File: src/rtl/core/tafl_pkg.sv
// ----------------------------------------------------------------------------
// tafl_pkg
// Shared types, codes and defaults of the tile animation frame lookup.
// ----------------------------------------------------------------------------
package tafl_pkg;

  localparam int MAX_FRAMES_DEF = 16;

  localparam int GID_W  = 24;
  localparam int LEN_W  = 16;
  localparam int TIME_W = 32;
  localparam int SUM_W  = 20;
  localparam int PIX_W  = 12;
  localparam int LOC_W  = 16;
  localparam int ADDR_W = 5;

  localparam logic [SUM_W-1:0] SUM_MAX = '1;

  // Operation codes
  localparam logic [1:0] OP_CLEAR  = 2'd0;
  localparam logic [1:0] OP_APPEND = 2'd1;
  localparam logic [1:0] OP_QUERY  = 2'd2;
  localparam logic [1:0] OP_RECT   = 2'd3;

  // Register indexes
  localparam logic [2:0] REG_FIRST_GID = 3'd0;
  localparam logic [2:0] REG_TILES     = 3'd1;
  localparam logic [2:0] REG_COLUMNS   = 3'd2;
  localparam logic [2:0] REG_TILE_W    = 3'd3;
  localparam logic [2:0] REG_TILE_H    = 3'd4;
  localparam logic [2:0] REG_MARGIN    = 3'd5;
  localparam logic [2:0] REG_SPACING   = 3'd6;

  typedef enum logic [3:0] {
    ST_IDLE,
    ST_MOD_GO,
    ST_MOD_WAIT,
    ST_WALK_GO,
    ST_WALK_WAIT,
    ST_MEMB,
    ST_DIV_GO,
    ST_DIV_WAIT,
    ST_MUL_GO,
    ST_MUL_WAIT,
    ST_OUT
  } ctl_state_t;

  typedef enum logic [1:0] {
    W_IDLE,
    W_READ,
    W_CHECK
  } walk_state_t;

  typedef struct packed {
    logic             done;
    logic [TIME_W-1:0] quot;
    logic [SUM_W-1:0]  rem;
  } div_res_t;

  typedef struct packed {
    logic             done;
    logic             found;
    logic [GID_W-1:0] tile;
  } walk_res_t;

endpackage

File: src/rtl/core/tafl_ifs.sv
// ----------------------------------------------------------------------------
// tafl_ifs
// Valid/ready channel interfaces for the input items and the result items.
// ----------------------------------------------------------------------------
interface tafl_in_if;
  logic                           valid;
  logic                           ready;
  logic [1:0]                     op;
  logic [tafl_pkg::GID_W-1:0]     tile_gid;
  logic [tafl_pkg::LEN_W-1:0]     frame_ms;
  logic [tafl_pkg::TIME_W-1:0]    time_ms;

  modport source (output valid, op, tile_gid, frame_ms, time_ms, input ready);
  modport sink   (input valid, op, tile_gid, frame_ms, time_ms, output ready);
endinterface

interface tafl_out_if;
  logic                           valid;
  logic                           ready;
  logic                           in_set;
  logic [tafl_pkg::GID_W-1:0]     chosen_gid;
  logic [tafl_pkg::GID_W-1:0]     rect_left;
  logic [tafl_pkg::GID_W-1:0]     rect_top;
  logic [tafl_pkg::PIX_W-1:0]     rect_width;
  logic [tafl_pkg::PIX_W-1:0]     rect_height;
  logic [tafl_pkg::SUM_W-1:0]     total_ms;
  logic                           table_full;

  modport source (output valid, in_set, chosen_gid, rect_left, rect_top, rect_width,
                  rect_height, total_ms, table_full, input ready);
  modport sink   (input valid, in_set, chosen_gid, rect_left, rect_top, rect_width,
                  rect_height, total_ms, table_full, output ready);
endinterface

File: src/rtl/core/tafl_div.sv
// ----------------------------------------------------------------------------
// tafl_div
// Bit-serial restoring divider: one quotient bit per cycle.
// ----------------------------------------------------------------------------
module tafl_div (
  input  logic                          clk,
  input  logic                          rst_n,
  input  logic                          start,
  input  logic [tafl_pkg::TIME_W-1:0]   dividend,
  input  logic [tafl_pkg::SUM_W-1:0]    divisor,
  output tafl_pkg::div_res_t            res
);
  localparam int CNT_W = $clog2(tafl_pkg::TIME_W);

  logic                        busy_r, busy_nxt;
  logic                        done_r, done_nxt;
  logic [CNT_W-1:0]            cnt_r, cnt_nxt;
  logic [tafl_pkg::SUM_W-1:0]  rem_r, rem_nxt;
  logic [tafl_pkg::SUM_W-1:0]  dsr_r, dsr_nxt;
  logic [tafl_pkg::TIME_W-1:0] q_r, q_nxt;
  logic [tafl_pkg::SUM_W:0]    rem_s;
  logic [tafl_pkg::SUM_W:0]    diff;

  // Shift in the next dividend bit and try a subtract
  assign rem_s = {rem_r, q_r[tafl_pkg::TIME_W-1]};
  assign diff  = rem_s - {1'b0, dsr_r};

  always_comb begin
    busy_nxt = busy_r;
    done_nxt = 1'b0;
    cnt_nxt  = cnt_r;
    rem_nxt  = rem_r;
    dsr_nxt  = dsr_r;
    q_nxt    = q_r;
    if (start) begin
      busy_nxt = 1'b1;
      cnt_nxt  = '0;
      rem_nxt  = '0;
      dsr_nxt  = divisor;
      q_nxt    = dividend;
    end else if (busy_r) begin
      if (rem_s >= {1'b0, dsr_r}) begin
        rem_nxt = diff[tafl_pkg::SUM_W-1:0];
        q_nxt   = {q_r[tafl_pkg::TIME_W-2:0], 1'b1};
      end else begin
        rem_nxt = rem_s[tafl_pkg::SUM_W-1:0];
        q_nxt   = {q_r[tafl_pkg::TIME_W-2:0], 1'b0};
      end
      cnt_nxt = cnt_r + 1'b1;
      if (cnt_r == CNT_W'(tafl_pkg::TIME_W - 1)) begin
        busy_nxt = 1'b0;
        done_nxt = 1'b1;
      end
    end
  end

  always_ff @(posedge clk) begin
    if (!rst_n) begin
      busy_r <= 1'b0;
      done_r <= 1'b0;
      cnt_r  <= '0;
    end else begin
      busy_r <= busy_nxt;
      done_r <= done_nxt;
      cnt_r  <= cnt_nxt;
    end
  end

  always_ff @(posedge clk) begin
    rem_r <= rem_nxt;
    dsr_r <= dsr_nxt;
    q_r   <= q_nxt;
  end

  assign res.done = done_r;
  assign res.quot = q_r;
  assign res.rem  = rem_r;
endmodule

File: src/rtl/core/tafl_mul.sv
// ----------------------------------------------------------------------------
// tafl_mul
// Bit-serial shift-add multiplier, product kept modulo 2^24.
// ----------------------------------------------------------------------------
module tafl_mul (
  input  logic                         clk,
  input  logic                         rst_n,
  input  logic                         start,
  input  logic [tafl_pkg::PIX_W:0]     mcand,
  input  logic [tafl_pkg::LOC_W-1:0]   mplier,
  output logic                         done,
  output logic [tafl_pkg::GID_W-1:0]   product
);
  localparam int CNT_W = $clog2(tafl_pkg::LOC_W);

  logic                        busy_r, busy_nxt;
  logic                        done_r, done_nxt;
  logic [CNT_W-1:0]            cnt_r, cnt_nxt;
  logic [tafl_pkg::GID_W-1:0]  a_r, a_nxt;
  logic [tafl_pkg::LOC_W-1:0]  b_r, b_nxt;
  logic [tafl_pkg::GID_W-1:0]  p_r, p_nxt;

  always_comb begin
    busy_nxt = busy_r;
    done_nxt = 1'b0;
    cnt_nxt  = cnt_r;
    a_nxt    = a_r;
    b_nxt    = b_r;
    p_nxt    = p_r;
    if (start) begin
      busy_nxt = 1'b1;
      cnt_nxt  = '0;
      a_nxt    = tafl_pkg::GID_W'(mcand);
      b_nxt    = mplier;
      p_nxt    = '0;
    end else if (busy_r) begin
      // Add the shifted multiplicand for each set multiplier bit
      if (b_r[0]) begin
        p_nxt = p_r + a_r;
      end
      a_nxt   = {a_r[tafl_pkg::GID_W-2:0], 1'b0};
      b_nxt   = {1'b0, b_r[tafl_pkg::LOC_W-1:1]};
      cnt_nxt = cnt_r + 1'b1;
      if (cnt_r == CNT_W'(tafl_pkg::LOC_W - 1)) begin
        busy_nxt = 1'b0;
        done_nxt = 1'b1;
      end
    end
  end

  always_ff @(posedge clk) begin
    if (!rst_n) begin
      busy_r <= 1'b0;
      done_r <= 1'b0;
      cnt_r  <= '0;
    end else begin
      busy_r <= busy_nxt;
      done_r <= done_nxt;
      cnt_r  <= cnt_nxt;
    end
  end

  always_ff @(posedge clk) begin
    a_r <= a_nxt;
    b_r <= b_nxt;
    p_r <= p_nxt;
  end

  assign done    = done_r;
  assign product = p_r;
endmodule

File: src/rtl/core/tafl_walk.sv
// ----------------------------------------------------------------------------
// tafl_walk
// Frame table memory and the sequential walk that finds the current frame.
// ----------------------------------------------------------------------------
module tafl_walk #(
  parameter int MAX_FRAMES = tafl_pkg::MAX_FRAMES_DEF
) (
  input  logic                                clk,
  input  logic                                rst_n,
  input  logic                                wr_en,
  input  logic [$clog2(MAX_FRAMES+1)-1:0]     wr_idx,
  input  logic [tafl_pkg::GID_W-1:0]          wr_tile,
  input  logic [tafl_pkg::LEN_W-1:0]          wr_len,
  input  logic                                start,
  input  logic [tafl_pkg::SUM_W-1:0]          phase_ms,
  input  logic [$clog2(MAX_FRAMES+1)-1:0]     count,
  output tafl_pkg::walk_res_t                 res
);
  localparam int CNT_W = $clog2(MAX_FRAMES + 1);
  localparam int IDX_W = (MAX_FRAMES > 1) ? $clog2(MAX_FRAMES) : 1;
  localparam int ACC_W = tafl_pkg::LEN_W + CNT_W;

  logic [tafl_pkg::GID_W-1:0] tile_mem [MAX_FRAMES];
  logic [tafl_pkg::LEN_W-1:0] len_mem  [MAX_FRAMES];

  tafl_pkg::walk_state_t      state_r, state_nxt;
  logic [CNT_W-1:0]           idx_r, idx_nxt;
  logic [ACC_W-1:0]           acc_r, acc_nxt;
  logic [tafl_pkg::SUM_W-1:0] ph_r, ph_nxt;
  logic [CNT_W-1:0]           n_r, n_nxt;
  logic [tafl_pkg::GID_W-1:0] rd_tile_r;
  logic [tafl_pkg::LEN_W-1:0] rd_len_r;
  logic                       done_r, done_nxt;
  logic                       found_r, found_nxt;
  logic [tafl_pkg::GID_W-1:0] pick_r, pick_nxt;
  logic [ACC_W-1:0]           acc_sum;

  // Write frames, read the current entry with registered data
  always_ff @(posedge clk) begin
    if (wr_en) begin
      tile_mem[wr_idx[IDX_W-1:0]] <= wr_tile;
      len_mem[wr_idx[IDX_W-1:0]]  <= wr_len;
    end
    rd_tile_r <= tile_mem[idx_r[IDX_W-1:0]];
    rd_len_r  <= len_mem[idx_r[IDX_W-1:0]];
  end

  assign acc_sum = acc_r + ACC_W'(rd_len_r);

  // Advance one frame per pass through the read and check states
  always_comb begin
    state_nxt = state_r;
    idx_nxt   = idx_r;
    acc_nxt   = acc_r;
    ph_nxt    = ph_r;
    n_nxt     = n_r;
    done_nxt  = 1'b0;
    found_nxt = found_r;
    pick_nxt  = pick_r;
    case (state_r)
      tafl_pkg::W_IDLE: begin
        if (start) begin
          idx_nxt = '0;
          acc_nxt = '0;
          ph_nxt  = phase_ms;
          n_nxt   = count;
          if (count == '0) begin
            done_nxt  = 1'b1;
            found_nxt = 1'b0;
          end else begin
            state_nxt = tafl_pkg::W_READ;
          end
        end
      end
      tafl_pkg::W_READ: begin
        state_nxt = tafl_pkg::W_CHECK;
      end
      tafl_pkg::W_CHECK: begin
        acc_nxt = acc_sum;
        if (ACC_W'(ph_r) < acc_sum) begin
          done_nxt  = 1'b1;
          found_nxt = 1'b1;
          pick_nxt  = rd_tile_r;
          state_nxt = tafl_pkg::W_IDLE;
        end else if (idx_r + 1'b1 == n_r) begin
          done_nxt  = 1'b1;
          found_nxt = 1'b0;
          state_nxt = tafl_pkg::W_IDLE;
        end else begin
          idx_nxt   = idx_r + 1'b1;
          state_nxt = tafl_pkg::W_READ;
        end
      end
      default: state_nxt = tafl_pkg::W_IDLE;
    endcase
  end

  always_ff @(posedge clk) begin
    if (!rst_n) begin
      state_r <= tafl_pkg::W_IDLE;
      done_r  <= 1'b0;
    end else begin
      state_r <= state_nxt;
      done_r  <= done_nxt;
    end
  end

  always_ff @(posedge clk) begin
    idx_r   <= idx_nxt;
    acc_r   <= acc_nxt;
    ph_r    <= ph_nxt;
    n_r     <= n_nxt;
    found_r <= found_nxt;
    pick_r  <= pick_nxt;
  end

  assign res.done  = done_r;
  assign res.found = found_r;
  assign res.tile  = pick_r;
endmodule

File: src/rtl/core/tile_animation_frame_lookup.sv
// Flow: one item at a time; clear and append go straight to the output;
// a query with a nonzero duration sum divides the time by it in the serial
// divider and walks the frame table; a rectangle, or a query that finds a
// frame, runs the divider and both multipliers when the tile is in the set.
// Reset: synchronous active-low rst_n clears the frame count, the duration
// sum and the handshakes, and loads the register defaults.
// ----------------------------------------------------------------------------
// tile_animation_frame_lookup
// Animation frame selection and tile atlas rectangle, APB-configured.
// ----------------------------------------------------------------------------
module tile_animation_frame_lookup #(
  parameter int MAX_FRAMES = tafl_pkg::MAX_FRAMES_DEF
) (
  input  logic                          clk,
  input  logic                          rst_n,
  tafl_in_if.sink                       in_chan,
  tafl_out_if.source                    out_chan,
  input  logic                          cfg_psel,
  input  logic                          cfg_penable,
  input  logic                          cfg_pwrite,
  input  logic [tafl_pkg::ADDR_W-1:0]   cfg_paddr,
  input  logic [31:0]                   cfg_pwdata,
  output logic [31:0]                   cfg_prdata,
  output logic                          cfg_pready
);
  localparam int CNT_W = $clog2(MAX_FRAMES + 1);
  localparam int GW    = tafl_pkg::GID_W;
  localparam int PW    = tafl_pkg::PIX_W;
  localparam int SW    = tafl_pkg::SUM_W;

  // Configuration registers
  logic [GW-1:0]              first_gid_r;
  logic [tafl_pkg::LOC_W-1:0] tiles_r;
  logic [PW-1:0]              cols_r, tile_w_r, tile_h_r, margin_r, spacing_r;
  logic                       cfg_wr;

  assign cfg_pready = 1'b1;
  assign cfg_wr     = cfg_psel & cfg_penable & cfg_pwrite;

  always_ff @(posedge clk) begin
    if (!rst_n) begin
      first_gid_r <= GW'(1);
      tiles_r     <= '0;
      cols_r      <= PW'(1);
      tile_w_r    <= PW'(16);
      tile_h_r    <= PW'(16);
      margin_r    <= '0;
      spacing_r   <= '0;
    end else if (cfg_wr) begin
      case (cfg_paddr[4:2])
        tafl_pkg::REG_FIRST_GID: first_gid_r <= cfg_pwdata[GW-1:0];
        tafl_pkg::REG_TILES:     tiles_r     <= cfg_pwdata[tafl_pkg::LOC_W-1:0];
        tafl_pkg::REG_COLUMNS:   cols_r      <= cfg_pwdata[PW-1:0];
        tafl_pkg::REG_TILE_W:    tile_w_r    <= cfg_pwdata[PW-1:0];
        tafl_pkg::REG_TILE_H:    tile_h_r    <= cfg_pwdata[PW-1:0];
        tafl_pkg::REG_MARGIN:    margin_r    <= cfg_pwdata[PW-1:0];
        tafl_pkg::REG_SPACING:   spacing_r   <= cfg_pwdata[PW-1:0];
        default: ;
      endcase
    end
  end

  // Register readback
  always_comb begin
    case (cfg_paddr[4:2])
      tafl_pkg::REG_FIRST_GID: cfg_prdata = 32'(first_gid_r);
      tafl_pkg::REG_TILES:     cfg_prdata = 32'(tiles_r);
      tafl_pkg::REG_COLUMNS:   cfg_prdata = 32'(cols_r);
      tafl_pkg::REG_TILE_W:    cfg_prdata = 32'(tile_w_r);
      tafl_pkg::REG_TILE_H:    cfg_prdata = 32'(tile_h_r);
      tafl_pkg::REG_MARGIN:    cfg_prdata = 32'(margin_r);
      tafl_pkg::REG_SPACING:   cfg_prdata = 32'(spacing_r);
      default:                 cfg_prdata = '0;
    endcase
  end

  // Control and item state
  tafl_pkg::ctl_state_t        state_r, state_nxt;
  logic [CNT_W-1:0]            cnt_r, cnt_nxt;
  logic [SW-1:0]               sum_r, sum_nxt;
  logic [tafl_pkg::TIME_W-1:0] time_r, time_nxt;
  logic [GW-1:0]               sel_r, sel_nxt;
  logic                        has_r, has_nxt;
  logic                        full_r, full_nxt;
  logic                        memb_r, memb_nxt;
  logic [tafl_pkg::LOC_W-1:0]  loc_r, loc_nxt;
  logic [PW-1:0]               x_r, x_nxt;
  logic [tafl_pkg::LOC_W-1:0]  y_r, y_nxt;
  logic [GW-1:0]               left_r, left_nxt;
  logic [GW-1:0]               top_r, top_nxt;

  // Output register
  logic          ov_r, ov_nxt;
  logic          o_in_set_r;
  logic [GW-1:0] o_gid_r, o_left_r, o_top_r;
  logic [PW-1:0] o_w_r, o_h_r;
  logic [SW-1:0] o_total_r;
  logic          o_full_r;
  logic          load_out;

  // Units
  logic                        div_start, mul_start, wr_en, walk_start;
  logic [tafl_pkg::TIME_W-1:0] div_dvd;
  logic [SW-1:0]               div_dsr;
  tafl_pkg::div_res_t          div_res;
  tafl_pkg::walk_res_t         walk_res;
  logic                        mulx_done, muly_done;
  logic [GW-1:0]               mulx_p, muly_p;
  logic [PW-1:0]               cols_eff;
  logic [SW:0]                 sum_add;
  logic [GW:0]                 lim;
  logic                        memb_c;
  logic [GW-1:0]               loc_full;
  logic                        accept;

  assign accept   = in_chan.valid & in_chan.ready;
  assign cols_eff = (cols_r == '0) ? PW'(1) : cols_r;
  assign sum_add  = {1'b0, sum_r} + (SW+1)'(in_chan.frame_ms);
  assign lim      = {1'b0, first_gid_r} + (GW+1)'(tiles_r);
  assign memb_c   = (sel_r >= first_gid_r) && ({1'b0, sel_r} < lim);
  assign loc_full = sel_r - first_gid_r;

  tafl_div u_div (
    .clk      (clk),
    .rst_n    (rst_n),
    .start    (div_start),
    .dividend (div_dvd),
    .divisor  (div_dsr),
    .res      (div_res)
  );

  tafl_walk #(.MAX_FRAMES(MAX_FRAMES)) u_walk (
    .clk      (clk),
    .rst_n    (rst_n),
    .wr_en    (wr_en),
    .wr_idx   (cnt_r),
    .wr_tile  (in_chan.tile_gid),
    .wr_len   (in_chan.frame_ms),
    .start    (walk_start),
    .phase_ms (div_res.rem),
    .count    (cnt_r),
    .res      (walk_res)
  );

  tafl_mul u_mulx (
    .clk     (clk),
    .rst_n   (rst_n),
    .start   (mul_start),
    .mcand   ({1'b0, tile_w_r} + {1'b0, spacing_r}),
    .mplier  (tafl_pkg::LOC_W'(x_r)),
    .done    (mulx_done),
    .product (mulx_p)
  );

  tafl_mul u_muly (
    .clk     (clk),
    .rst_n   (rst_n),
    .start   (mul_start),
    .mcand   ({1'b0, tile_h_r} + {1'b0, spacing_r}),
    .mplier  (y_r),
    .done    (muly_done),
    .product (muly_p)
  );

  assign in_chan.ready = (state_r == tafl_pkg::ST_IDLE);

  // Sequence one item through the units
  always_comb begin
    state_nxt  = state_r;
    cnt_nxt    = cnt_r;
    sum_nxt    = sum_r;
    time_nxt   = time_r;
    sel_nxt    = sel_r;
    has_nxt    = has_r;
    full_nxt   = full_r;
    memb_nxt   = memb_r;
    loc_nxt    = loc_r;
    x_nxt      = x_r;
    y_nxt      = y_r;
    left_nxt   = left_r;
    top_nxt    = top_r;
    div_start  = 1'b0;
    div_dvd    = time_r;
    div_dsr    = sum_r;
    mul_start  = 1'b0;
    wr_en      = 1'b0;
    walk_start = 1'b0;
    load_out   = 1'b0;
    case (state_r)
      tafl_pkg::ST_IDLE: begin
        if (accept) begin
          full_nxt = 1'b0;
          has_nxt  = 1'b0;
          memb_nxt = 1'b0;
          time_nxt = in_chan.time_ms;
          sel_nxt  = in_chan.tile_gid;
          state_nxt = tafl_pkg::ST_OUT;
          case (in_chan.op)
            tafl_pkg::OP_CLEAR: begin
              cnt_nxt = '0;
              sum_nxt = '0;
            end
            tafl_pkg::OP_APPEND: begin
              if (cnt_r >= CNT_W'(MAX_FRAMES)) begin
                full_nxt = 1'b1;
              end else begin
                wr_en   = 1'b1;
                cnt_nxt = cnt_r + 1'b1;
                sum_nxt = sum_add[SW] ? tafl_pkg::SUM_MAX : sum_add[SW-1:0];
              end
            end
            tafl_pkg::OP_QUERY: begin
              if (sum_r != '0) begin
                state_nxt = tafl_pkg::ST_MOD_GO;
              end
            end
            tafl_pkg::OP_RECT: begin
              has_nxt   = 1'b1;
              state_nxt = tafl_pkg::ST_MEMB;
            end
            default: ;
          endcase
        end
      end
      tafl_pkg::ST_MOD_GO: begin
        div_start = 1'b1;
        state_nxt = tafl_pkg::ST_MOD_WAIT;
      end
      tafl_pkg::ST_MOD_WAIT: begin
        if (div_res.done) begin
          state_nxt = tafl_pkg::ST_WALK_GO;
        end
      end
      tafl_pkg::ST_WALK_GO: begin
        walk_start = 1'b1;
        state_nxt  = tafl_pkg::ST_WALK_WAIT;
      end
      tafl_pkg::ST_WALK_WAIT: begin
        if (walk_res.done) begin
          if (walk_res.found) begin
            has_nxt   = 1'b1;
            sel_nxt   = walk_res.tile;
            state_nxt = tafl_pkg::ST_MEMB;
          end else begin
            state_nxt = tafl_pkg::ST_OUT;
          end
        end
      end
      tafl_pkg::ST_MEMB: begin
        memb_nxt  = memb_c;
        loc_nxt   = loc_full[tafl_pkg::LOC_W-1:0];
        state_nxt = memb_c ? tafl_pkg::ST_DIV_GO : tafl_pkg::ST_OUT;
      end
      tafl_pkg::ST_DIV_GO: begin
        div_start = 1'b1;
        div_dvd   = tafl_pkg::TIME_W'(loc_r);
        div_dsr   = SW'(cols_eff);
        state_nxt = tafl_pkg::ST_DIV_WAIT;
      end
      tafl_pkg::ST_DIV_WAIT: begin
        if (div_res.done) begin
          x_nxt     = div_res.rem[PW-1:0];
          y_nxt     = div_res.quot[tafl_pkg::LOC_W-1:0];
          state_nxt = tafl_pkg::ST_MUL_GO;
        end
      end
      tafl_pkg::ST_MUL_GO: begin
        mul_start = 1'b1;
        state_nxt = tafl_pkg::ST_MUL_WAIT;
      end
      tafl_pkg::ST_MUL_WAIT: begin
        if (mulx_done && muly_done) begin
          left_nxt  = GW'(margin_r) + mulx_p;
          top_nxt   = GW'(margin_r) + muly_p;
          state_nxt = tafl_pkg::ST_OUT;
        end
      end
      tafl_pkg::ST_OUT: begin
        if (!ov_r || out_chan.ready) begin
          load_out  = 1'b1;
          state_nxt = tafl_pkg::ST_IDLE;
        end
      end
      default: state_nxt = tafl_pkg::ST_IDLE;
    endcase
  end

  // Hold the result until taken
  always_comb begin
    ov_nxt = ov_r;
    if (load_out) begin
      ov_nxt = 1'b1;
    end else if (out_chan.ready) begin
      ov_nxt = 1'b0;
    end
  end

  always_ff @(posedge clk) begin
    if (!rst_n) begin
      state_r <= tafl_pkg::ST_IDLE;
      cnt_r   <= '0;
      sum_r   <= '0;
      ov_r    <= 1'b0;
    end else begin
      state_r <= state_nxt;
      cnt_r   <= cnt_nxt;
      sum_r   <= sum_nxt;
      ov_r    <= ov_nxt;
    end
  end

  always_ff @(posedge clk) begin
    time_r <= time_nxt;
    sel_r  <= sel_nxt;
    has_r  <= has_nxt;
    full_r <= full_nxt;
    memb_r <= memb_nxt;
    loc_r  <= loc_nxt;
    x_r    <= x_nxt;
    y_r    <= y_nxt;
    left_r <= left_nxt;
    top_r  <= top_nxt;
    if (load_out) begin
      o_in_set_r <= memb_r & has_r;
      o_gid_r    <= has_r ? sel_r : '1;
      o_left_r   <= (memb_r & has_r) ? left_r : '0;
      o_top_r    <= (memb_r & has_r) ? top_r : '0;
      o_w_r      <= (memb_r & has_r) ? tile_w_r : '0;
      o_h_r      <= (memb_r & has_r) ? tile_h_r : '0;
      o_total_r  <= sum_r;
      o_full_r   <= full_r;
    end
  end

  assign out_chan.valid       = ov_r;
  assign out_chan.in_set      = o_in_set_r;
  assign out_chan.chosen_gid  = o_gid_r;
  assign out_chan.rect_left   = o_left_r;
  assign out_chan.rect_top    = o_top_r;
  assign out_chan.rect_width  = o_w_r;
  assign out_chan.rect_height = o_h_r;
  assign out_chan.total_ms    = o_total_r;
  assign out_chan.table_full  = o_full_r;
endmodule
File: src/flat_wrapper.sv
// flat-port wrapper written by rule: the top's interface ports become plain ports
module tile_animation_frame_lookup_flat 
#(
  parameter int MAX_FRAMES = tafl_pkg::MAX_FRAMES_DEF
)
  (clk, rst_n, cfg_psel, cfg_penable, cfg_pwrite, cfg_paddr, cfg_pwdata, cfg_prdata, cfg_pready, in_chan_valid, in_chan_op, in_chan_tile_gid, in_chan_frame_ms, in_chan_time_ms, in_chan_ready, out_chan_valid, out_chan_in_set, out_chan_chosen_gid, out_chan_rect_left, out_chan_rect_top, out_chan_rect_width, out_chan_rect_height, out_chan_total_ms, out_chan_table_full, out_chan_ready);
  tafl_in_if in_chan_i ();
  tafl_out_if out_chan_i ();
  input  logic clk;
  input  logic rst_n;
  input  logic cfg_psel;
  input  logic cfg_penable;
  input  logic cfg_pwrite;
  input  logic [tafl_pkg::ADDR_W-1:0] cfg_paddr;
  input  logic [31:0] cfg_pwdata;
  output logic [31:0] cfg_prdata;
  output logic cfg_pready;
  input wire logic [$bits(in_chan_i.valid)-1:0] in_chan_valid;
  input wire logic [$bits(in_chan_i.op)-1:0] in_chan_op;
  input wire logic [$bits(in_chan_i.tile_gid)-1:0] in_chan_tile_gid;
  input wire logic [$bits(in_chan_i.frame_ms)-1:0] in_chan_frame_ms;
  input wire logic [$bits(in_chan_i.time_ms)-1:0] in_chan_time_ms;
  output wire logic [$bits(in_chan_i.ready)-1:0] in_chan_ready;
  output wire logic [$bits(out_chan_i.valid)-1:0] out_chan_valid;
  output wire logic [$bits(out_chan_i.in_set)-1:0] out_chan_in_set;
  output wire logic [$bits(out_chan_i.chosen_gid)-1:0] out_chan_chosen_gid;
  output wire logic [$bits(out_chan_i.rect_left)-1:0] out_chan_rect_left;
  output wire logic [$bits(out_chan_i.rect_top)-1:0] out_chan_rect_top;
  output wire logic [$bits(out_chan_i.rect_width)-1:0] out_chan_rect_width;
  output wire logic [$bits(out_chan_i.rect_height)-1:0] out_chan_rect_height;
  output wire logic [$bits(out_chan_i.total_ms)-1:0] out_chan_total_ms;
  output wire logic [$bits(out_chan_i.table_full)-1:0] out_chan_table_full;
  input wire logic [$bits(out_chan_i.ready)-1:0] out_chan_ready;
  assign in_chan_i.valid = in_chan_valid;
  assign in_chan_i.op = in_chan_op;
  assign in_chan_i.tile_gid = in_chan_tile_gid;
  assign in_chan_i.frame_ms = in_chan_frame_ms;
  assign in_chan_i.time_ms = in_chan_time_ms;
  assign in_chan_ready = in_chan_i.ready;
  assign out_chan_valid = out_chan_i.valid;
  assign out_chan_in_set = out_chan_i.in_set;
  assign out_chan_chosen_gid = out_chan_i.chosen_gid;
  assign out_chan_rect_left = out_chan_i.rect_left;
  assign out_chan_rect_top = out_chan_i.rect_top;
  assign out_chan_rect_width = out_chan_i.rect_width;
  assign out_chan_rect_height = out_chan_i.rect_height;
  assign out_chan_total_ms = out_chan_i.total_ms;
  assign out_chan_table_full = out_chan_i.table_full;
  assign out_chan_i.ready = out_chan_ready;
  tile_animation_frame_lookup #(.MAX_FRAMES(MAX_FRAMES)) u_core (.clk(clk), .rst_n(rst_n), .in_chan(in_chan_i), .out_chan(out_chan_i), .cfg_psel(cfg_psel), .cfg_penable(cfg_penable), .cfg_pwrite(cfg_pwrite), .cfg_paddr(cfg_paddr), .cfg_pwdata(cfg_pwdata), .cfg_prdata(cfg_prdata), .cfg_pready(cfg_pready));
endmodule
File: config.mk
export PLATFORM = sky130hd
export DESIGN_NAME = tile_animation_frame_lookup_flat
export DESIGN_NICKNAME = d
export VERILOG_FILES = /design/src/rtl/core/tafl_pkg.sv /design/src/rtl/core/tafl_ifs.sv /design/src/rtl/core/tafl_div.sv /design/src/rtl/core/tafl_mul.sv /design/src/rtl/core/tafl_walk.sv /design/src/rtl/core/tile_animation_frame_lookup.sv /design/src/flat_wrapper.sv
export SDC_FILE = /design/constraint.sdc
export NUM_CORES = 2
export LEC_CHECK = 0
export ABC_CLOCK_PERIOD_IN_PS = 9750
export BUFFER_PORTS_ARGS = -buffer_cell sky130_fd_sc_hd__buf_2
export CAP_MARGIN = 5
export CORE_ASPECT_RATIO = 0.6
export CORE_MARGIN = 2
export CORE_UTILIZATION = 38
export DETAILED_ROUTE_END_ITERATION = 10
export GPL_TIMING_DRIVEN = 0
export SETUP_SLACK_MARGIN = 0.05
export SLEW_MARGIN = 20
export SYNTH_ARGS = -nofsm -noshare
export SYNTH_HDL_FRONTEND = slang
export SYNTH_SLANG_ARGS = --single-unit
File: constraint.sdc
create_clock -name clk -period 9.75 [get_ports clk]
set_clock_uncertainty 0.2 [all_clocks]
set_input_delay 0.975 -clock clk [delete_from_list [all_inputs] [get_ports clk]]
set_output_delay 0.975 -clock clk [all_outputs]
set_load 0.05 [all_outputs]
== Yosys cells after proc, flatten, opt, wreduce, memory -nomap -nowiden ==
Memories as Yosys holds them, arrays and structs flattened. A register that Yosys moved wholly into a read port is not among the register bits.
Cells that the tools add are included.

* Add/subtract/negate cells: 16
* Order comparisons: 5
* Equal/unequal tests: 39
* Muxes and demuxes: 90
* Bitwise operators: 8
* Reductions and logical operators: 47

{| class="wikitable"
|+ Operators by type and width
! operator !! number
|-
| 24-bit case mux with 7 select lines || 1
|-
| 32-bit 2-to-1 mux || 3
|-
| 24-bit 2-to-1 mux || 3
|-
| 20-bit 2-to-1 mux || 3
|-
| 13-bit 2-to-1 mux || 4
|-
| 12-bit by 24-bit adder with 24-bit output || 2
|-
| 24-bit adder || 2
|-
| 12-bit 2-to-1 mux || 4
|-
| 24-bit case mux with 2 select lines || 1
|-
| 4-bit case mux with 11 select lines || 1
|-
| 1-bit 2-to-1 mux || 42
|-
| 21-bit case mux with 2 select lines || 1
|-
| 20-bit case mux with 2 select lines || 1
|-
| 4-bit 2-to-1 mux || 9
|-
| 2-bit AND reduction || 17
|-
| 16-bit 2-to-1 mux || 2
|-
| 12-bit by 12-bit adder with 13-bit output || 2
|-
| 24-bit by 16-bit adder with 25-bit output || 1
|-
| 24-bit by 25-bit < comparator with 1-bit output || 1
|-
| 24-bit >= comparator || 1
|-
| 2-bit inequality test (second input constant) || 11
|-
| 20-bit by 16-bit adder with 21-bit output || 1
|-
| 21-bit by 16-bit adder with 21-bit output || 1
|-
| 21-bit by 20-bit >= comparator with 1-bit output || 1
|-
| 42 further kinds || 90
|}

* Register bits: 693
* RAM bits: 640
* Input port bits: 118
* Logic and storage cells: 265
* Memories: 2

{| class="wikitable"
|+ Memory list
! memory !! words !! width !! read ports !! clocked after memory_dff !! write ports !! line !! RTL
|-
| u_core.u_walk.tile_mem || 16 || 24 || 1 || 1 || 1 || tafl_walk.sv:23 || <nowiki>logic [tafl_pkg::GID_W-1:0] tile_mem [MAX_FRAMES];</nowiki>
|-
| u_core.u_walk.len_mem || 16 || 16 || 1 || 1 || 1 || tafl_walk.sv:24 || <nowiki>logic [tafl_pkg::LEN_W-1:0] len_mem [MAX_FRAMES];</nowiki>
|}

== Logic depth before layout (Yosys ltp) ==
* Depth after elaboration: 7
* Depth in mapped cells: 23

== By module ==
Synthesis repeated with hierarchy kept, for this count alone.

* Cell total of the unflattened synthesis: 4418
* Area, all modules: 61873.1 µm²

{| class="wikitable"
|+ By module, submodules not included
! module !! times used !! cells each !! area an instance (µm²) !! sequential area each (µm²)
|-
| tafl_walk || 1 || 1270 || 28941.5 || 22361.4
|-
| tile_animation_frame_lookup || 1 || 1995 || 20897.5 || 10680.2
|-
| tafl_div || 1 || 399 || 4314.1 || 2102.0
|-
| tafl_mul (u_core.u_muly) || 1 || 385 || 3868.7 || 1691.6
|-
| tafl_mul (u_core.u_mulx) || 1 || 369 || 3851.2 || 1691.6
|}

== Worst setup path after synthesis ==
Ideal clock, no wire load.

* Path kind: input-to-reg
* Start: input port out_chan_ready
* End: register u_core.o_gid_r[0], in the netlist u_core.out_chan.chosen_gid[0], enable pin
* Library setup time: 0.741 ns
* Data arrival time: 9.040 ns
* Setup slack: -0.231 ns
* Stages on the path: 2
* Path through: nor2b_1 -> nor3_1

* Longest elaborated chain between the ends: 3

{| class="wikitable"
|+ Ends and longest elaborated chain
! item !! line !! RTL
|-
| from (decl) || flat_wrapper.sv:33 || <nowiki>input wire logic [$bits(out_chan_i.ready)-1:0] out_chan_ready;</nowiki>
|-
| 1-bit logical OR || tile_animation_frame_lookup.sv:279 || <nowiki>if (!ov_r || out_chan.ready) begin</nowiki>
|-
| 1-bit 2-to-1 mux || tile_animation_frame_lookup.sv:279 ||
|-
| 1-bit 2-to-1 mux || tile_animation_frame_lookup.sv:189 || <nowiki>case (state_r)</nowiki>
|-
| named net u_core.load_out || tile_animation_frame_lookup.sv:99 || <nowiki>logic load_out;</nowiki>
|-
| to (signal assigned) || tile_animation_frame_lookup.sv:325 || <nowiki>o_gid_r <= has_r ? sel_r : '1;</nowiki>
|-
| to (decl) || tile_animation_frame_lookup.sv:95 || <nowiki>logic [GW-1:0] o_gid_r, o_left_r, o_top_r;</nowiki>
|}

The timed path passes the listed nets, and every way through them passes these cells.
A chain may end at the register's enable or synchronous reset.

== Worst setup path after layout ==
* Start: register u_core.first_gid_r[1]
* End: register u_core.state_r[3]

* Longest elaborated chain between the ends: 5

{| class="wikitable"
|+ Ends and longest elaborated chain
! item !! line !! RTL
|-
| from (decl) || tile_animation_frame_lookup.sv:32 || <nowiki>logic [GW-1:0] first_gid_r;</nowiki>
|-
| from (signal assigned) || tile_animation_frame_lookup.sv:51 || <nowiki>tafl_pkg::REG_FIRST_GID: first_gid_r <= cfg_pwdata[GW-1:0];</nowiki>
|-
| 24-bit by 16-bit adder with 25-bit output || tile_animation_frame_lookup.sv:119 || <nowiki>assign lim = {1'b0, first_gid_r} + (GW+1)'(tiles_r);</nowiki>
|-
| 24-bit by 25-bit < comparator with 1-bit output || tile_animation_frame_lookup.sv:120 || <nowiki>assign memb_c = (sel_r >= first_gid_r) && ({1'b0, sel_r} < lim);</nowiki>
|-
| 1-bit logical AND (*) || tile_animation_frame_lookup.sv:120 ||
|-
| 4-bit 2-to-1 mux (*) || tile_animation_frame_lookup.sv:252 || <nowiki>state_nxt = memb_c ? tafl_pkg::ST_DIV_GO : tafl_pkg::ST_OUT;</nowiki>
|-
| 4-bit case mux with 11 select lines (*) || tile_animation_frame_lookup.sv:189 ||
|-
| to (signal assigned) || tile_animation_frame_lookup.sv:300 || <nowiki>state_r <= tafl_pkg::ST_IDLE;</nowiki>
|-
| to (signal assigned) || tile_animation_frame_lookup.sv:305 || <nowiki>state_r <= state_nxt;</nowiki>
|-
| to (decl) || tile_animation_frame_lookup.sv:78 || <nowiki>tafl_pkg::ctl_state_t state_r, state_nxt;</nowiki>
|}

Every way passes the cells marked *; elsewhere a longest branch is shown, timed or not.

==> impl_metrics.json <==
{
  "drv_slew": 0,
  "dieArea_um2": 163200,
  "synth_most_common_cell": "edfxtp_1",
  "core_um2": 158500,
  "cts.htree.levels": 4,
  "max-clock-path-buffers": 3,
  "leakage_nw": 25.63,
  "synth_top_area_frac": 0.5394,
  "nFillCells": 14090,
  "cp.required_ns": 10.18,
  "wl_um": 177800,
  "vias_per_cell": 5.462,
  "syn_inst": 4408,
  "fmax_mhz": 175.3,
  "synth.distinct_cells": 83,
  "r2r-start": "u_core.first_gid_r[1]",
  "path_max_fanout": 6,
  "cts_tree": "done",
  "finish.utilization": 0.4451,
  "grt_pass1_wl_um": 257400,
  "cts_root_buffer": "clkbuf_16",
  "min_to": "u_core.time_r[14]",
  "io_pins": 271,
  "grt_setup_unrepaired": "false",
  "synth_top_area_cell": "edfxtp_1",
  "syn_area_per_cell_um2": 13.78,
  "port_buffers": 249,
  "synth-main-ff-cell": "edfxtp_1",
  "ys_seq_area_frac": 0.6323,
  "ys_warn_count": 0,
  "reg2regPathDepth": 22,
  "rows": 113,
  "wl_per_cell_um": 24.95,
  "crit_path_end_kind": "flip-flop",
  "cts_sinks": 1373,
  "hp-class": "in2reg",
  "netlist_top_cells_count": "1091 x edfxtp_1, 520 x nand2_1, 282 x dfxtp_1, 241 x nor2_1, 237 x ha_1",
  "clk_pin_slew_worst_paths_ns": 0.07,
  "dp_cells": 6868,
  "holdBufCountCts": 0,
  "firstDrtPassIters": 5,
  "finalHoldViolations": 0,
  "globalRouteTotalUtil": 0.2162,
  "slew_headroom": 0.1907,
  "die_w_um": 520.2,
  "grt_max_degree": 33,
  "peakVddDrop_uv": 183.9,
  "drive_above_1_share": 0.1747,
  "post-route-drc-count": 0,
  "status": "completed",
  "yosys-top-cells-area": "edfxtp_1 54%, dfxtp_1 9.3%, mux4_2 7.7%, ha_1 4.9%, nand2_1 3.2%",
  "r2r-end": "u_core.state_r[3]",
  "period_share": 0.5849,
  "r2r_slack_ns": 4.05,
  "worst_slew_pin_slew_ns": 1.214,
  "holdWs_ns": 0.1765,
  "synthArstFlopShare": 0,
  "crit_type": "reg2reg",
  "min_from": "in_chan_time_ms[14]",
  "syn-cell-area_um2": 60740,
  "grt_pass1_vias": 36760,
  "min_period_ns": 5.703,
  "synth_edf_count": 1091,
  "clk_latency_ns": 0.80,
  "setup_viol": 0,
  "die_height_um": 313.7,
  "antenna_found_initial": 18,
  "p_per_area_nw_per_um2": 230.4,
  "maxCapViolCount": 0,
  "design_area_um2": 70550,
  "antenna_left": 0,
  "ctsResizeCount": 0,
  "cts_buffers": 132,
  "syn_to_final_growth_pct": 16.15,
  "drtIter0Drc": 4713,
  "vias": 38910,
  "placed_area_um2": 66030,
  "start_util": 0.3832,
  "gp_congestion": 0.9514,
  "postCtsSetupBuffers": 0,
  "hold_depth": 1,
  "startpoint_type": "flip-flop",
  "nets": 5243,
  "grt_overflow": 0,
  "critPathArrivalTime_ns": 6.13,
  "synth-seq-cells": 1373,
  "stdcell_count": 7124,
  "place_hpwl_um": 132500
}
[power breakdown]
group | internal, W | total (W) | switching [W]
Sequential | 0.00700 | 0.00738 | 0.000378
Combinational | 0.00127 | 0.00357 | 0.00230
Clock | 0.00292 | 0.00530 | 0.00238
Total | 0.0112 | 0.0163 | 0.00506
[per-layer routing]
layer / up-vias / wire, µm / GRT usage
li1: 17510 / - / -
met1: 19550 / 87370 / 0.3561
met3: 175 / 17600 / 0.04664
met5: - / 22 / 0
met2: 1673 / 70170 / 0.2855
met4: 4 / 2612 / 0.04359
[placed cells by master (no fill, tap or decap), drive strengths merged, types with 14 or more instances in the layout]
master	netlist	final
a31oi	20	20
a211oi	24	24
nor2b	53	53
or3	14	14
xnor2	102	102
and2	27	27
clkinv	1	39
inv	134	144
o21a	24	24
a21oi	190	190
nand2b	70	70
nor3	61	61
ha	237	237
mux2	48	48
nor2	241	241
and3	101	101
nand3	59	59
dfxtp	282	282
buf	34	361
a21o	75	75
xor2	71	71
mux2i	79	79
nand2	521	521
o21bai	15	15
clkbuf	158	343
nand4	18	18
mux4	208	208
o21ai	182	182
a21boi	106	106
edfxtp	1091	1091
[cells by family after synthesis]
group	Yosys count	synth area share
AO/OA/AOI/OAI	743	0.07895
XOR/XNOR	173	0.02495
adder cells (fa/ha/maj)	248	0.05244
buffers and inverters	327	0.02085
flip-flops	1373	0.6323
multiplexers	335	0.09904
other	2	0.0001236
AND/OR/NAND/NOR	1207	0.09136
[stage by stage]
| step | worst slack (ns) | power, W | TNS [ns] |
|---|---|---|---|
| detailed placement | 4.135 | 0.01099 | 0 |
| global route | 3.806 | 0.01700 | 0 |
| CTS | 4.080 | 0.01629 | 0 |
| global placement | -0.6714 | 0.01090 | -87.24 |
| floorplan | 2.906 | 0.009750 | 0 |
| finish | 4.047 | 0.01626 | 0 |
[how the worst max path moves through the flow]
stage	from	to	slack, ns	cells past startpoint
CTS	u_core.first_gid_r[1]	u_core.state_r[3]	4.08	22
global placement	in_chan_op[0]	u_core.u_walk.len_mem[0][4]	-0.67	6
finish	u_core.first_gid_r[1]	u_core.state_r[3]	4.05	22
detailed placement	u_core.first_gid_r[1]	u_core.state_r[3]	4.14	22
floorplan	u_core.state_r[1]	u_core.u_walk.len_mem[0][0]	2.91	7
global route	u_core.first_gid_r[1]	u_core.state_r[3]	3.81	22
[layout make-up]
type,count,area [µm²],share of cell area
flip-flops and latches,1373,38410,0.5444
multi-input cells,2715,21290,0.3017
clock buffers,184,3695,0.05237
well taps,2127,2661,0.03772
repair buffers,328,2436,0.03453
plain buffers,192,779.5,0.01105
clock inverters,60,752.0,0.01066
inverters,135,506.7,0.007183
diodes,10,25.02,0.0003547
[registers in the layout, summed over array words and instances (netlist names), 20 cells and up]
name                        flops
u_core.u_mulx.a_r              24
u_core.u_walk.len_mem         256
u_core.out_chan.rect_left      24
u_core.u_mulx.product          24
u_core.u_div.rem_r             20
u_core.left_r                  24
u_core.u_muly.product          24
u_core.u_walk.tile_mem        384
u_core.u_walk.ph_r             20
u_core.u_div.q_r               32
u_core.u_walk.pick_r           24
u_core.u_muly.a_r              24
u_core.sum_r                   20
u_core.sel_r                   24
u_core.u_div.dsr_r             20
u_core.u_walk.rd_tile_r        24
u_core.out_chan.rect_top       24
u_core.out_chan.chosen_gid     24
u_core.u_walk.acc_r            21
u_core.first_gid_r             24
u_core.out_chan.total_ms       20
u_core.time_r                  32
u_core.top_r                   24
[critical path: stages, from the launching register on]
cell,delay [ns]
dfxtp_1,0.47
ha_1,0.29
a21o_1,0.16
a21o_1,0.22
a211oi_2,0.29
or3_1,0.16
a41oi_1,0.23
a221o_1,0.46
or4_4,0.45
a31oi_4,0.24
nor2_1,0.08
xnor2_1,0.13
ha_1,0.19
a21o_1,0.18
a21o_1,0.18
a21o_1,0.17
a21oi_1,0.13
nor2_1,0.06
a2111oi_0,0.37
a21bo_2,0.27
a31o_2,0.29
o211ai_1,0.20
a31oi_1,0.13
Note: power is estimated with default switching activity, not from simulation.
